$ cat config.mk
export PLATFORM = sky130hd
export DESIGN_NAME = bcn_serial
export DESIGN_NICKNAME = d
export VERILOG_FILES = /design/src/design/bcn_pkg.sv /design/src/design/bcn_serial.sv
export SDC_FILE = /design/constraint.sdc
export NUM_CORES = 1
export LEC_CHECK = 0
export ABC_CLOCK_PERIOD_IN_PS = 46300
export BUFFER_PORTS_ARGS = -buffer_cell sky130_fd_sc_hd__buf_2
export CORE_MARGIN = 2
export CORE_UTILIZATION = 38
export CTS_CLUSTER_DIAMETER = 120
export DETAILED_ROUTE_END_ITERATION = 12
export PLACE_DENSITY = 0.62
export SLEW_MARGIN = 25
export SYNTH_ARGS = -nofsm -noshare
export SYNTH_HDL_FRONTEND = slang
export SYNTH_SLANG_ARGS = --single-unit
$ cat constraint.sdc
create_clock -name clock -period 46.3 [get_ports clock]
set_clock_uncertainty 0.15 [all_clocks]
set_input_delay 6.945 -clock clock [delete_from_list [all_inputs] [get_ports clock]]
set_output_delay 6.945 -clock clock [all_outputs]
set_load 0.02 [all_outputs]
$ cat src/design/bcn_pkg.sv
// ----------------------------------------------------------------------------
// bcn_pkg
// Types and constants shared by the stages of the BCn texture block decoder.
// ----------------------------------------------------------------------------
`timescale 1ns / 1ps

package bcn_pkg;

   typedef enum logic [2:0] {
      FMT_BC1 = 3'd0,
      FMT_BC2 = 3'd1,
      FMT_BC3 = 3'd2,
      FMT_BC4 = 3'd3,
      FMT_BC5 = 3'd4
   } fmt_type;

   // Division by a constant is done as a multiply by ceil(2^SHIFT / D).
   // With numerators below 2^16 (colour) or 2^11 (interpolated alpha) the
   // product shifted down is the exact floor of the quotient.
   localparam int unsigned COLOR_SHIFT  = 24;
   localparam int unsigned INTERP_SHIFT = 16;

   localparam int unsigned RECIP_31  = ((1 << COLOR_SHIFT) + 31 - 1) / 31;
   localparam int unsigned RECIP_63  = ((1 << COLOR_SHIFT) + 63 - 1) / 63;
   localparam int unsigned RECIP_62  = ((1 << COLOR_SHIFT) + 62 - 1) / 62;
   localparam int unsigned RECIP_126 = ((1 << COLOR_SHIFT) + 126 - 1) / 126;
   localparam int unsigned RECIP_93  = ((1 << COLOR_SHIFT) + 93 - 1) / 93;
   localparam int unsigned RECIP_189 = ((1 << COLOR_SHIFT) + 189 - 1) / 189;
   localparam int unsigned RECIP_7   = ((1 << INTERP_SHIFT) + 7 - 1) / 7;
   localparam int unsigned RECIP_5   = ((1 << INTERP_SHIFT) + 5 - 1) / 5;

   localparam int unsigned CNUM_W  = 16;
   localparam int unsigned CMUL_W  = 20;
   localparam int unsigned CPROD_W = CNUM_W + CMUL_W;
   localparam int unsigned INUM_W  = 11;
   localparam int unsigned IMUL_W  = 14;
   localparam int unsigned IPROD_W = INUM_W + IMUL_W;

   typedef struct packed {
      fmt_type     fmt;
      logic [63:0] cb;
      logic [63:0] ab;
   } blk_type;

   typedef struct packed {
      logic [CNUM_W-1:0] num;
      logic [CMUL_W-1:0] mul;
   } cdiv_type;

   typedef struct packed {
      logic [INUM_W-1:0] num;
      logic [IMUL_W-1:0] mul;
   } idiv_type;

   typedef struct packed {
      logic [7:0]         a0;
      logic [7:0]         a1;
      logic               mode7;
      idiv_type [5:0]     div;
   } inum_type;

   typedef struct packed {
      fmt_type              fmt;
      logic                 three;
      cdiv_type [3:0][2:0]  cdiv;
      inum_type             ip1;
      inum_type             ip2;
      logic [63:0]          cb;
      logic [63:0]          ab;
   } num_type;

   typedef struct packed {
      fmt_type               fmt;
      logic                  three;
      logic [3:0][2:0][7:0]  cpal;
      logic [7:0][7:0]       ipal1;
      logic [7:0][7:0]       ipal2;
      logic [63:0]           cb;
      logic [63:0]           ab;
   } pal_type;

endpackage

$ cat src/design/bcn_serial.sv
// ----------------------------------------------------------------------------
// bcn_serial
// Texel serializer: holds one decoded palette set and walks the sixteen
// texels into the result register, one per cycle unless it is stalled.
// ----------------------------------------------------------------------------
`timescale 1ns / 1ps

module bcn_serial
   import bcn_pkg::*;
(
   input  logic        clock,
   input  logic        reset,
   input  logic        in_valid,
   input  pal_type     in_data,
   output logic        take,
   output logic        rsp_tvalid,
   input  logic        rsp_tready,
   output logic [39:0] rsp_tdata,
   output logic        rsp_tlast
);

   pal_type     blk_ff;
   logic        busy_ff, busy_in;
   logic [3:0]  count_ff, count_in;
   logic        out_valid_ff, out_valid_in;
   logic [39:0] out_data_ff;
   logic        out_last_ff;
   logic        out_load, fire;
   logic [7:0]  red, green, blue, alpha;

   assign out_load = !out_valid_ff || rsp_tready;
   assign fire     = busy_ff && out_load;
   assign take     = !busy_ff || (fire && (count_ff == 4'd15));

   always_comb begin
      logic [1:0] ci;
      logic [2:0] ii1, ii2;
      logic [3:0] a4;
      ci  = blk_ff.cb[{1'b1, count_ff, 1'b0} +: 2];
      ii1 = blk_ff.cb[6'd16 + {1'b0, count_ff, 1'b0} + {2'b00, count_ff} +: 3];
      ii2 = blk_ff.ab[6'd16 + {1'b0, count_ff, 1'b0} + {2'b00, count_ff} +: 3];
      a4  = blk_ff.ab[{count_ff, 2'b00} +: 4];
      red   = blk_ff.cpal[ci][0];
      green = blk_ff.cpal[ci][1];
      blue  = blk_ff.cpal[ci][2];
      alpha = 8'hFF;
      unique case (blk_ff.fmt)
         FMT_BC1: begin
            if (blk_ff.three && (ci == 2'd3)) begin
               alpha = 8'h00;
            end
         end
         FMT_BC2: begin
            alpha = {a4, a4};
         end
         FMT_BC3: begin
            alpha = blk_ff.ipal2[ii2];
         end
         FMT_BC4: begin
            red   = blk_ff.ipal1[ii1];
            green = blk_ff.ipal1[ii1];
            blue  = blk_ff.ipal1[ii1];
            alpha = blk_ff.ipal1[ii1];
         end
         FMT_BC5: begin
            red   = blk_ff.ipal1[ii1];
            green = blk_ff.ipal1[ii1];
            blue  = blk_ff.ipal1[ii1];
            alpha = blk_ff.ipal2[ii2];
         end
         default: begin
            if (blk_ff.three && (ci == 2'd3)) begin
               alpha = 8'h00;
            end
         end
      endcase
   end

   always_comb begin
      busy_in  = busy_ff;
      count_in = count_ff;
      if (take) begin
         busy_in  = in_valid;
         count_in = 4'd0;
      end else if (fire) begin
         count_in = count_ff + 4'd1;
      end
   end

   assign out_valid_in = out_load ? busy_ff : out_valid_ff;

   always_ff @(posedge clock) begin
      if (reset) begin
         busy_ff      <= 1'b0;
         count_ff     <= 4'd0;
         out_valid_ff <= 1'b0;
      end else begin
         busy_ff      <= busy_in;
         count_ff     <= count_in;
         out_valid_ff <= out_valid_in;
      end
   end

   always_ff @(posedge clock) begin
      if (take) begin
         blk_ff <= in_data;
      end
      if (fire) begin
         out_data_ff <= {4'b0000, alpha, blue, green, red, count_ff};
         out_last_ff <= (count_ff == 4'd15);
      end
   end

   assign rsp_tvalid = out_valid_ff;
   assign rsp_tdata  = out_data_ff;
   assign rsp_tlast  = out_last_ff;

endmodule

==> metrics.md <==
| Metric | Value |
|---|---|
| Remaining global-route overflow | `0` |
| Worst path required time | `a little under 40 ns` |
| Core area | `around 48000 um^2` |
| DIE HEIGHT | `roughly 220 um` |
| Area post-placement | `20790 um^2` |
| Final Hold Fails | `0` |
| Residual DRC | `0` |
| Number of global-route vias before repair | `11380` |
| Critical Path Start Type | `input pin` |
| Share of cells above drive strength 1 | `45.65%` |
| Fin area | `22250 um^2` |
| DRT antenna net count | `0` |
| Post-place setup slack | `between 30 and 40 ns` |
| Cell mode on critical path | `buf_2` |
| Die area | `50190 um^2` |
| Post-synth top area cell | `edfxtp_1` |
| Top-area cell type share of the netlist area | `between 60% and 70%` |
| VDD IR-drop max | `about 0.028 mV` |
| PortBufs | `about 400` |
| Clock sinks | `between 300 and 400` |
| Initial antenna violation count | `5` |
| Number of synthesized flops with an enable pin | `393` |
| Clock Latency Late Sink | `0.58 ns` |
| DRT iter0 DRCs | `1018` |
| Measured slew at the worst slew-check pin | `0.9533 ns` |
| Crit-path max cell delay | `approximately 0.47 ns` |
| Critical path data arrival time | `about 8 ns` |
| Slew headroom | `approximately 36%` |
| Status | `finished, final reports clean` |
| Pin count of the biggest net entering global routing | `slightly above 90` |
| TritonCTS clock tree | `built` |
| Area contributors post-synth | `edfxtp_1 64%, mux4_2 16%, mux2i_1 4.9%` |
| H-tree depth | `2` |
| Post-Syn Instances | `between 900 and 1000` |
| Synth cell types | `between 60 and 70` |
| Final hold slack | `0.4017 ns` |
| Smallest setup slack after layout | `31.27 ns` |
| DR vias | `~11000` |
| TritonCTS buffer count | `between 40 and 50` |
| Post-synth top flop | `edfxtp_1` |
| Avg Inst Size Synth | `~18 um^2` |
| Post_cts resized | `0` |
| Rows | `80` |
| Synthesis-stage register bit count | `between 300 and 400` |
| Post-CTS Setup Inserts | `0` |
| Max Cap Viol | `0` |
| CP Capture Type | `output port` |
| Hpwl dp | `roughly 36 mm` |
| Mapped cell area | `18400 um^2` |
| YS warnings | `0` |
| Clk buf depth | `3` |
| Minimum period implied by the final worst setup slack | `15.03 ns` |
| Most frequent cell after synthesis | `edfxtp_1` |
| RSZ-0062 raised after global routing | `false` |
| Hold Buf Count CTS | `0` |
| Power Total | `slightly below 900 uW` |
| GP Congestion | `a little over 0.8` |
| Highest clock rate | `between 0.06 and 0.07 GHz` |
| Leak | `approximately 8.4 nW` |
| WP buf/inv | `2` |
| Critical path type | `in -> out` |
| Setup tns final | `0 ns` |
| Crit-path cells | `buf_2 -> nor2b_1 -> o21ai_4 -> buf_2` |
| Final setup viols | `0` |
| Post-synthesis sequential area ratio | `about two thirds` |
| Clock root cell | `clkbuf_16` |
| WL final | `a little under 50 mm` |
| Die width | `approximately 220 um` |
| Initial core utilization | `around 39%` |
| Nets | `roughly 1800` |
| Worst-path fanout max | `3` |
| Commonest cells in the netlist | `393 x edfxtp_1, 132 x mux4_2, 90 x mux2i_1, 86 x nand2_1, 21 x a22oi_1` |
| 1st-pass router iterations | `5` |
| Clock-pin transition on the worst setup and hold timing paths | `roughly 0.06 ns` |
| Max Slew Vio Count | `0` |
| PD cells | `around 40 nW/um^2` |
| DR WL/cell | `~24 um` |
| Global-route wire length before repair | `approximately 71 mm` |
| Slowest cell on crit path | `nor2b_1` |
| Io pins | `403` |
| Tcrit/Tclk final | `32.45%` |
| Hold crit path type | `reg -> reg` |
| Cell family with most CP delay | `simple AND/OR/NAND/NOR gates` |
| Gr usage total | `approximately a fifth` |
| Ys async rst share | `0%` |
| Avg Vias per Cell | `~5.4` |
| Synthesis-to-finish area growth | `20.92%` |
-- placed cells by master, fill, tap and decap left out, types with 13 or more instances in the layout --
master and instances:
mux2i_1 90, a22oi_1 21, buf_2 398, nor2b_1 13, nand3_1 16, nand2_1 86, mux4_2 131, edfxtp_1 393
nor2_1 15, buf_4 13, clkbuf_16 44
-- layout make-up --
class / count / area (um^2)
Fill cell: 4145 / 25500
Sequential cell: 399 / 11930
Multi-Input combinational cell: 522 / 5932
Timing Repair Buffer: 414 / 2123
Clock buffer: 53 / 1135
Tap cell: 615 / 769.5
Clock inverter: 23 / 300.3
Inverter: 13 / 48.80
Antenna cell: 5 / 12.51
-- final timing paths --
check | from | to | depth (start not counted) | slack (ns)
hold / removal | count_ff[2]$_SDFFE_PP0P_ | rsp_tdata[2]$_DFFE_PP_ | 0 | 0.40
setup reg to reg | count_ff[0]$_SDFFE_PP0P_ | rsp_tdata[31]$_DFFE_PP_ | 13 | 40.73
hold reg to reg | count_ff[2]$_SDFFE_PP0P_ | rsp_tdata[2]$_DFFE_PP_ | 0 | 0.40
setup / recovery | rsp_tready | take | 4 | 31.27
-- where the power goes --
| group | switching (mW) | internal [mW] | leakage, nW |
|---|---|---|---|
| registers | 0.0138 | 0.430 | 3.98 |
| logic | 0.0533 | 0.0464 | 3.69 |
| clock network | 0.141 | 0.209 | 0.693 |
-- per-stage QoR --
| stage | instances | utilization (%) |
|---|---|---|
| floorplan | 1000 | - |
| global placement | 1963 | 43.53 |
| detailed placement | 1963 | 43.54 |
| CTS | 2039 | 46.54 |
| global route | 2043 | 46.59 |
| finish | 2044 | 46.59 |
-- cell families after synthesis --
group	synth area share, %
DFF	64.80
muxes	22.65
and+or+nand+nor	4.176
AOI/OAI and AO/OA	4.305
buffers and inverters	3.387
xor gates and xnor gates	0.2856
adders and majority gates	0.3809
other	0.02038
-- metal layers --
metal	part of all wire (%)	GRT usage, %	up-vias
met2	49	31.10	463
met4	2.4	6.624	0
li1	-	-	4946
met1	41	25.71	5571
met3	7.0	3.843	68
met5	0	0	-
-- registers in the layout (all words and copies together) (netlist names) --
name        cells
count_ff        4
rsp_tvalid      1
busy_ff         1
rsp_tlast       1
blk_ff        356
rsp_tdata      36
Note: power is estimated with default switching activity, not from simulation.
