$ cat config.mk
export PLATFORM = sky130hd
export DESIGN_NAME = bcn_numer
export DESIGN_NICKNAME = d
export VERILOG_FILES = /design/src/design/bcn_pkg.sv /design/src/design/bcn_numer.sv
export SDC_FILE = /design/constraint.sdc
export NUM_CORES = 1
export LEC_CHECK = 0
export ABC_AREA = 1
export ABC_CLOCK_PERIOD_IN_PS = 6800
export BUFFER_PORTS_ARGS = -buffer_cell sky130_fd_sc_hd__buf_2
export CAP_MARGIN = 0
export CORE_AREA = 2 2 405 407
export DETAILED_ROUTE_END_ITERATION = 12
export DIE_AREA = 0 0 407 409
export HOLD_SLACK_MARGIN = 0.02
export PLACE_DENSITY_LB_ADDON = 0.2
export REMOVE_ABC_BUFFERS = 1
export SKIP_LAST_GASP = 1
export SLEW_MARGIN = 15
export SYNTH_ARGS = -nofsm -noshare
export SYNTH_HDL_FRONTEND = slang
export SYNTH_SLANG_ARGS = --single-unit
$ cat constraint.sdc
create_clock -name clock -period 6.8 [get_ports clock]
set_input_delay 0.68 -clock clock [delete_from_list [all_inputs] [get_ports clock]]
set_output_delay 0.68 -clock clock [all_outputs]
set_load 0.01 [all_outputs]
$ cat src/design/bcn_pkg.sv
// ----------------------------------------------------------------------------
// bcn_pkg
// Types and constants shared by the stages of the BCn texture block decoder.
// ----------------------------------------------------------------------------
`timescale 1ns / 1ps

package bcn_pkg;

   typedef enum logic [2:0] {
      FMT_BC1 = 3'd0,
      FMT_BC2 = 3'd1,
      FMT_BC3 = 3'd2,
      FMT_BC4 = 3'd3,
      FMT_BC5 = 3'd4
   } fmt_type;

   // Division by a constant is done as a multiply by ceil(2^SHIFT / D).
   // With numerators below 2^16 (colour) or 2^11 (interpolated alpha) the
   // product shifted down is the exact floor of the quotient.
   localparam int unsigned COLOR_SHIFT  = 24;
   localparam int unsigned INTERP_SHIFT = 16;

   localparam int unsigned RECIP_31  = ((1 << COLOR_SHIFT) + 31 - 1) / 31;
   localparam int unsigned RECIP_63  = ((1 << COLOR_SHIFT) + 63 - 1) / 63;
   localparam int unsigned RECIP_62  = ((1 << COLOR_SHIFT) + 62 - 1) / 62;
   localparam int unsigned RECIP_126 = ((1 << COLOR_SHIFT) + 126 - 1) / 126;
   localparam int unsigned RECIP_93  = ((1 << COLOR_SHIFT) + 93 - 1) / 93;
   localparam int unsigned RECIP_189 = ((1 << COLOR_SHIFT) + 189 - 1) / 189;
   localparam int unsigned RECIP_7   = ((1 << INTERP_SHIFT) + 7 - 1) / 7;
   localparam int unsigned RECIP_5   = ((1 << INTERP_SHIFT) + 5 - 1) / 5;

   localparam int unsigned CNUM_W  = 16;
   localparam int unsigned CMUL_W  = 20;
   localparam int unsigned CPROD_W = CNUM_W + CMUL_W;
   localparam int unsigned INUM_W  = 11;
   localparam int unsigned IMUL_W  = 14;
   localparam int unsigned IPROD_W = INUM_W + IMUL_W;

   typedef struct packed {
      fmt_type     fmt;
      logic [63:0] cb;
      logic [63:0] ab;
   } blk_type;

   typedef struct packed {
      logic [CNUM_W-1:0] num;
      logic [CMUL_W-1:0] mul;
   } cdiv_type;

   typedef struct packed {
      logic [INUM_W-1:0] num;
      logic [IMUL_W-1:0] mul;
   } idiv_type;

   typedef struct packed {
      logic [7:0]         a0;
      logic [7:0]         a1;
      logic               mode7;
      idiv_type [5:0]     div;
   } inum_type;

   typedef struct packed {
      fmt_type              fmt;
      logic                 three;
      cdiv_type [3:0][2:0]  cdiv;
      inum_type             ip1;
      inum_type             ip2;
      logic [63:0]          cb;
      logic [63:0]          ab;
   } num_type;

   typedef struct packed {
      fmt_type               fmt;
      logic                  three;
      logic [3:0][2:0][7:0]  cpal;
      logic [7:0][7:0]       ipal1;
      logic [7:0][7:0]       ipal2;
      logic [63:0]           cb;
      logic [63:0]           ab;
   } pal_type;

endpackage

$ cat src/design/bcn_numer.sv
// ----------------------------------------------------------------------------
// bcn_numer
// Second pipeline stage: endpoint unpacking, palette numerators and the
// reciprocal that goes with each divisor.
// ----------------------------------------------------------------------------
`timescale 1ns / 1ps

module bcn_numer
   import bcn_pkg::*;
(
   input  logic    clock,
   input  logic    reset,
   input  logic    load,
   input  logic    in_valid,
   input  blk_type in_data,
   output logic    out_valid,
   output num_type out_data
);

   logic    valid_ff, valid_in;
   num_type data_ff, data_in;

   function automatic inum_type interp_num(logic [15:0] ep);
      inum_type res;
      res.a0    = ep[7:0];
      res.a1    = ep[15:8];
      res.mode7 = (ep[7:0] > ep[15:8]);
      for (int j = 0; j < 6; j++) begin
         if (res.mode7) begin
            res.div[j].num = INUM_W'(6 - j) * INUM_W'(res.a0)
                           + INUM_W'(j + 1) * INUM_W'(res.a1);
            res.div[j].mul = IMUL_W'(RECIP_7);
         end else if (j < 4) begin
            res.div[j].num = INUM_W'(4 - j) * INUM_W'(res.a0)
                           + INUM_W'(j + 1) * INUM_W'(res.a1);
            res.div[j].mul = IMUL_W'(RECIP_5);
         end else begin
            // Entries six and seven are fixed in the five-step mode.
            res.div[j].num = '0;
            res.div[j].mul = '0;
         end
      end
      return res;
   endfunction

   always_comb begin
      logic [15:0]     c0, c1;
      logic [2:0][5:0] e0, e1;
      logic [7:0]      s2, s3;
      logic            three;
      c0 = in_data.cb[15:0];
      c1 = in_data.cb[31:16];
      three = (in_data.fmt == FMT_BC1) && (c0 <= c1);
      e0[0] = {1'b0, c0[15:11]};
      e0[1] = c0[10:5];
      e0[2] = {1'b0, c0[4:0]};
      e1[0] = {1'b0, c1[15:11]};
      e1[1] = c1[10:5];
      e1[2] = {1'b0, c1[4:0]};

      data_in.fmt   = in_data.fmt;
      data_in.three = three;
      data_in.cb    = in_data.cb;
      data_in.ab    = in_data.ab;
      data_in.ip1   = interp_num(in_data.cb[15:0]);
      data_in.ip2   = interp_num(in_data.ab[15:0]);

      for (int ch = 0; ch < 3; ch++) begin
         if (three) begin
            s2 = 8'(e0[ch]) + 8'(e1[ch]);
            s3 = '0;
         end else begin
            s2 = 8'(e0[ch]) + 8'(e0[ch]) + 8'(e1[ch]);
            s3 = 8'(e0[ch]) + 8'(e1[ch]) + 8'(e1[ch]);
         end
         data_in.cdiv[0][ch].num = CNUM_W'(e0[ch]) * CNUM_W'(255);
         data_in.cdiv[1][ch].num = CNUM_W'(e1[ch]) * CNUM_W'(255);
         data_in.cdiv[2][ch].num = CNUM_W'(s2) * CNUM_W'(255);
         data_in.cdiv[3][ch].num = CNUM_W'(s3) * CNUM_W'(255);
         // Green has six bits, red and blue five.
         if (ch == 1) begin
            data_in.cdiv[0][ch].mul = CMUL_W'(RECIP_63);
            data_in.cdiv[1][ch].mul = CMUL_W'(RECIP_63);
            data_in.cdiv[2][ch].mul = three ? CMUL_W'(RECIP_126) : CMUL_W'(RECIP_189);
            data_in.cdiv[3][ch].mul = three ? CMUL_W'(RECIP_126) : CMUL_W'(RECIP_189);
         end else begin
            data_in.cdiv[0][ch].mul = CMUL_W'(RECIP_31);
            data_in.cdiv[1][ch].mul = CMUL_W'(RECIP_31);
            data_in.cdiv[2][ch].mul = three ? CMUL_W'(RECIP_62) : CMUL_W'(RECIP_93);
            data_in.cdiv[3][ch].mul = three ? CMUL_W'(RECIP_62) : CMUL_W'(RECIP_93);
         end
      end
   end

   assign valid_in = load ? in_valid : valid_ff;

   always_ff @(posedge clock) begin
      if (reset) begin
         valid_ff <= 1'b0;
      end else begin
         valid_ff <= valid_in;
      end
   end

   always_ff @(posedge clock) begin
      if (load) begin
         data_ff <= data_in;
      end
   end

   assign out_valid = valid_ff;
   assign out_data  = data_ff;

endmodule

==> flow_summary.json <==
{
  "cts.htree.levels": 2,
  "timing.slew.headroom": 0.282,
  "syn_area_per_cell_um2": 9.56,
  "placed_area_mm2": 0.0471,
  "clkSlewWorstSetupHoldPaths_ns": 0.06,
  "num-nets-final": 6160,
  "crit-reg2reg-launch": "out_valid",
  "timing.final.max_slew_violations": 0,
  "synth.ff_latch_count": 432,
  "netlist-cell-type-count": 49,
  "die_area_mm2": 0.166,
  "ir_worst_vdd_uv": 732,
  "numPortBuffers": 761,
  "postCtsSetupBuffers": 0,
  "dp_worst_setup_slack_ns": 0.0341,
  "antenna_found_initial": 11,
  "fin_worst_hold_slack_ns": 0.147,
  "timing.final.crit_period_ns": 6.06,
  "post_cts_resize_count": 0,
  "detail-route-antenna-nets": 0,
  "floorplan.initialDensity": 0.259,
  "cts_sinks": 432,
  "synthCells": 4393,
  "dp.final_hpwl_um": 109000,
  "dieWidth_um": 407,
  "timing_hold_violations_final": 0,
  "crit_path_start_kind": "primary input",
  "synth_enable_flop_cells": 431,
  "tritoncts": "built",
  "worst_max_slew_pin_slew_ns": 1.08,
  "drive_above_1_share": 0.208,
  "grt_max_degree": 142,
  "hold_path.startpoint": "reset",
  "routed_length_per_instance_um": 17.9,
  "final_critical_path_setup_slack_ns": 0.741,
  "first_pass_iters": 7,
  "ys_dominant_reg_cell": "edfxtp_1",
  "chipHeight_um": 409,
  "fp.coreArea_mm2": 0.162,
  "hp-class": "primary input to register",
  "worstSkewPairLatency_ns": 0.69,
  "syn_to_final_growth_pct": 17.3,
  "p_leak_nw": 25.1,
  "async_flop_share": 0,
  "worstPathMaxFanout": 5,
  "drc": 0,
  "drv.max_cap_violation_count": 0,
  "drt_iter0_drc": 1509,
  "synth.cell_area_mm2": 0.0420,
  "placer_congestion": 0.841,
  "setup_tns_ns": 0,
  "result_of_the_run": "completed",
  "clock_tree.buffer_depth": 3,
  "final_cell_area_mm2": 0.0493,
  "proportion_of_synthesized_chip_area_in_sequential_cells": 0.309,
  "setup_repair_after_global_routing_missed_its_margin": "no",
  "cts_made_buffers": 61,
  "crit_start": "in_data[69]",
  "skew_ns": 0,
  "power_per_cell_area_mw_per_mm2": 612,
  "globalRouteTotalUtil": 0.155,
  "ctsRootBufferMaster": "clkbuf_16",
  "io-pin-count": 1034,
  "layout.core_utilization": 0.304,
  "totalWireLength_um": 132000,
  "timing.final.crit_share": 0.891,
  "fmax_mhz": 165,
  "ys_warn_count": 0,
  "floorplan.rows": 148,
  "grt_overflow_total": 0,
  "critPathKind": "primary input to register",
  "avgViaCountPerCell": 4.13,
  "cp_data_arrival_time_ns": 6.47,
  "grt_first_pass_wirelength_um": 192000,
  "via_count": 30454,
  "data_required_time_of_the_worst_path_ns": 7.21,
  "holdBufCountCts": 0,
  "timing.final.setup_violations": 0,
  "critical_path.endpoint_type": "register",
  "first_global_vias": 29810
}
[power by group]
part	switching, mW	internal (mW)
logic	12.3	9.10
registers	0.302	4.90
clock network	1.39	2.17
[final cells by class]
type	instances	area [um^2]
antenna	1	2.50
clock buffer	67	1570
clock inverter	46	626
fill	17089	113000
inverter	739	2780
multi-input combinational	2999	23600
sequential	432	13000
tap	2175	2720
timing repair buffer	910	5000
[worst paths after layout]
check,slack (ns),cells after the start,endpoint
max,0.74,28,out_data[854]
min,0.15,2,out_valid
max reg2reg,6.22,2,out_valid
min reg2reg,0.50,2,out_valid
[layer usage]
layer	wire length, um	share of wire	global-route usage	vias up
met5	21	0.00016	0	-
li1	-	-	-	15226
met2	66600	0.50	0.280	871
met3	7510	0.057	0.0264	128
met4	4140	0.031	0.0472	4
met1	53900	0.41	0.186	14225
[Yosys cell counts (24+ instances only)]
library cell	instances	area, um^2
a21oi_1	286	1430
fa_1	265	5310
xor2_1	166	1450
nand4_1	46	288
inv_1	718	2700
nand2_1	640	2400
ha_1	617	7720
o21ai_0	146	731
buf_4	468	3510
nor2_1	148	556
edfxtp_1	431	12900
xnor2_1	63	552
a21o_1	24	180
nand3_1	176	881
[sequential cells by signal (all words and copies together), names as in the netlist]
| register | flops |
|---|---|
| out_data | 431 |
| out_valid | 1 |
[through the flow]
step | instances | power (mW)
2_1_floorplan | 4170 | 20.0
3_3_place_gp | 7255 | 27.1
3_5_place_dp | 7255 | 27.0
4_1_cts | 7368 | 30.8
5_1_grt | 7368 | 34.0
6_report | 7369 | 30.1
[cells by family (layout without fill, tap and decap cells)]
group | after synthesis | after routing | synth area share
muxes | 1 | 1 | 0.000238
and+or+nand+nor | 1067 | 1067 | 0.108
buffers and inverters | 1232 | 1762 | 0.153
other | 2 | 273 | 0.000179
AOI/OAI and AO/OA | 548 | 548 | 0.0723
adders and majority gates | 882 | 882 | 0.310
xor gates and xnor gates | 229 | 229 | 0.0477
DFF | 432 | 432 | 0.309
[layout by cell type (no fill, tap or decap), drive strengths merged, types with 15 or more instances in the layout]
cell / count
buf: 910
inv: 745
nand2: 644
ha: 617
edfxtp: 431
a21oi: 287
conb: 272
fa: 265
nand3: 177
xor2: 166
o21ai: 161
nor2: 155
clkbuf: 67
xnor2: 63
nand4: 46
a21o: 24
nor3: 24
clkinv: 23
o211ai: 18
a31oi: 16
o21bai: 15
o31ai: 15
[worst max-delay path, stage by stage]
cell and delay [ns]:
buf_2 0.20, ha_1 0.29, fa_1 0.42, xnor2_1 0.23
ha_1 0.30, a21oi_1 0.15, nand2_1 0.09, nand2_1 0.08
nand2_1 0.05, nand2_1 0.05, nand2_1 0.05, or2_2 0.26
nand3_1 0.10, inv_1 0.10, fa_1 0.54, inv_1 0.06
fa_1 0.47, inv_1 0.05, fa_1 0.53, inv_1 0.05
fa_1 0.53, inv_1 0.04, ha_1 0.33, a21o_1 0.20
a21oi_1 0.16, o21ai_0 0.16, a21oi_1 0.19, xnor2_1 0.08
Power figures use the tool's default switching activity.
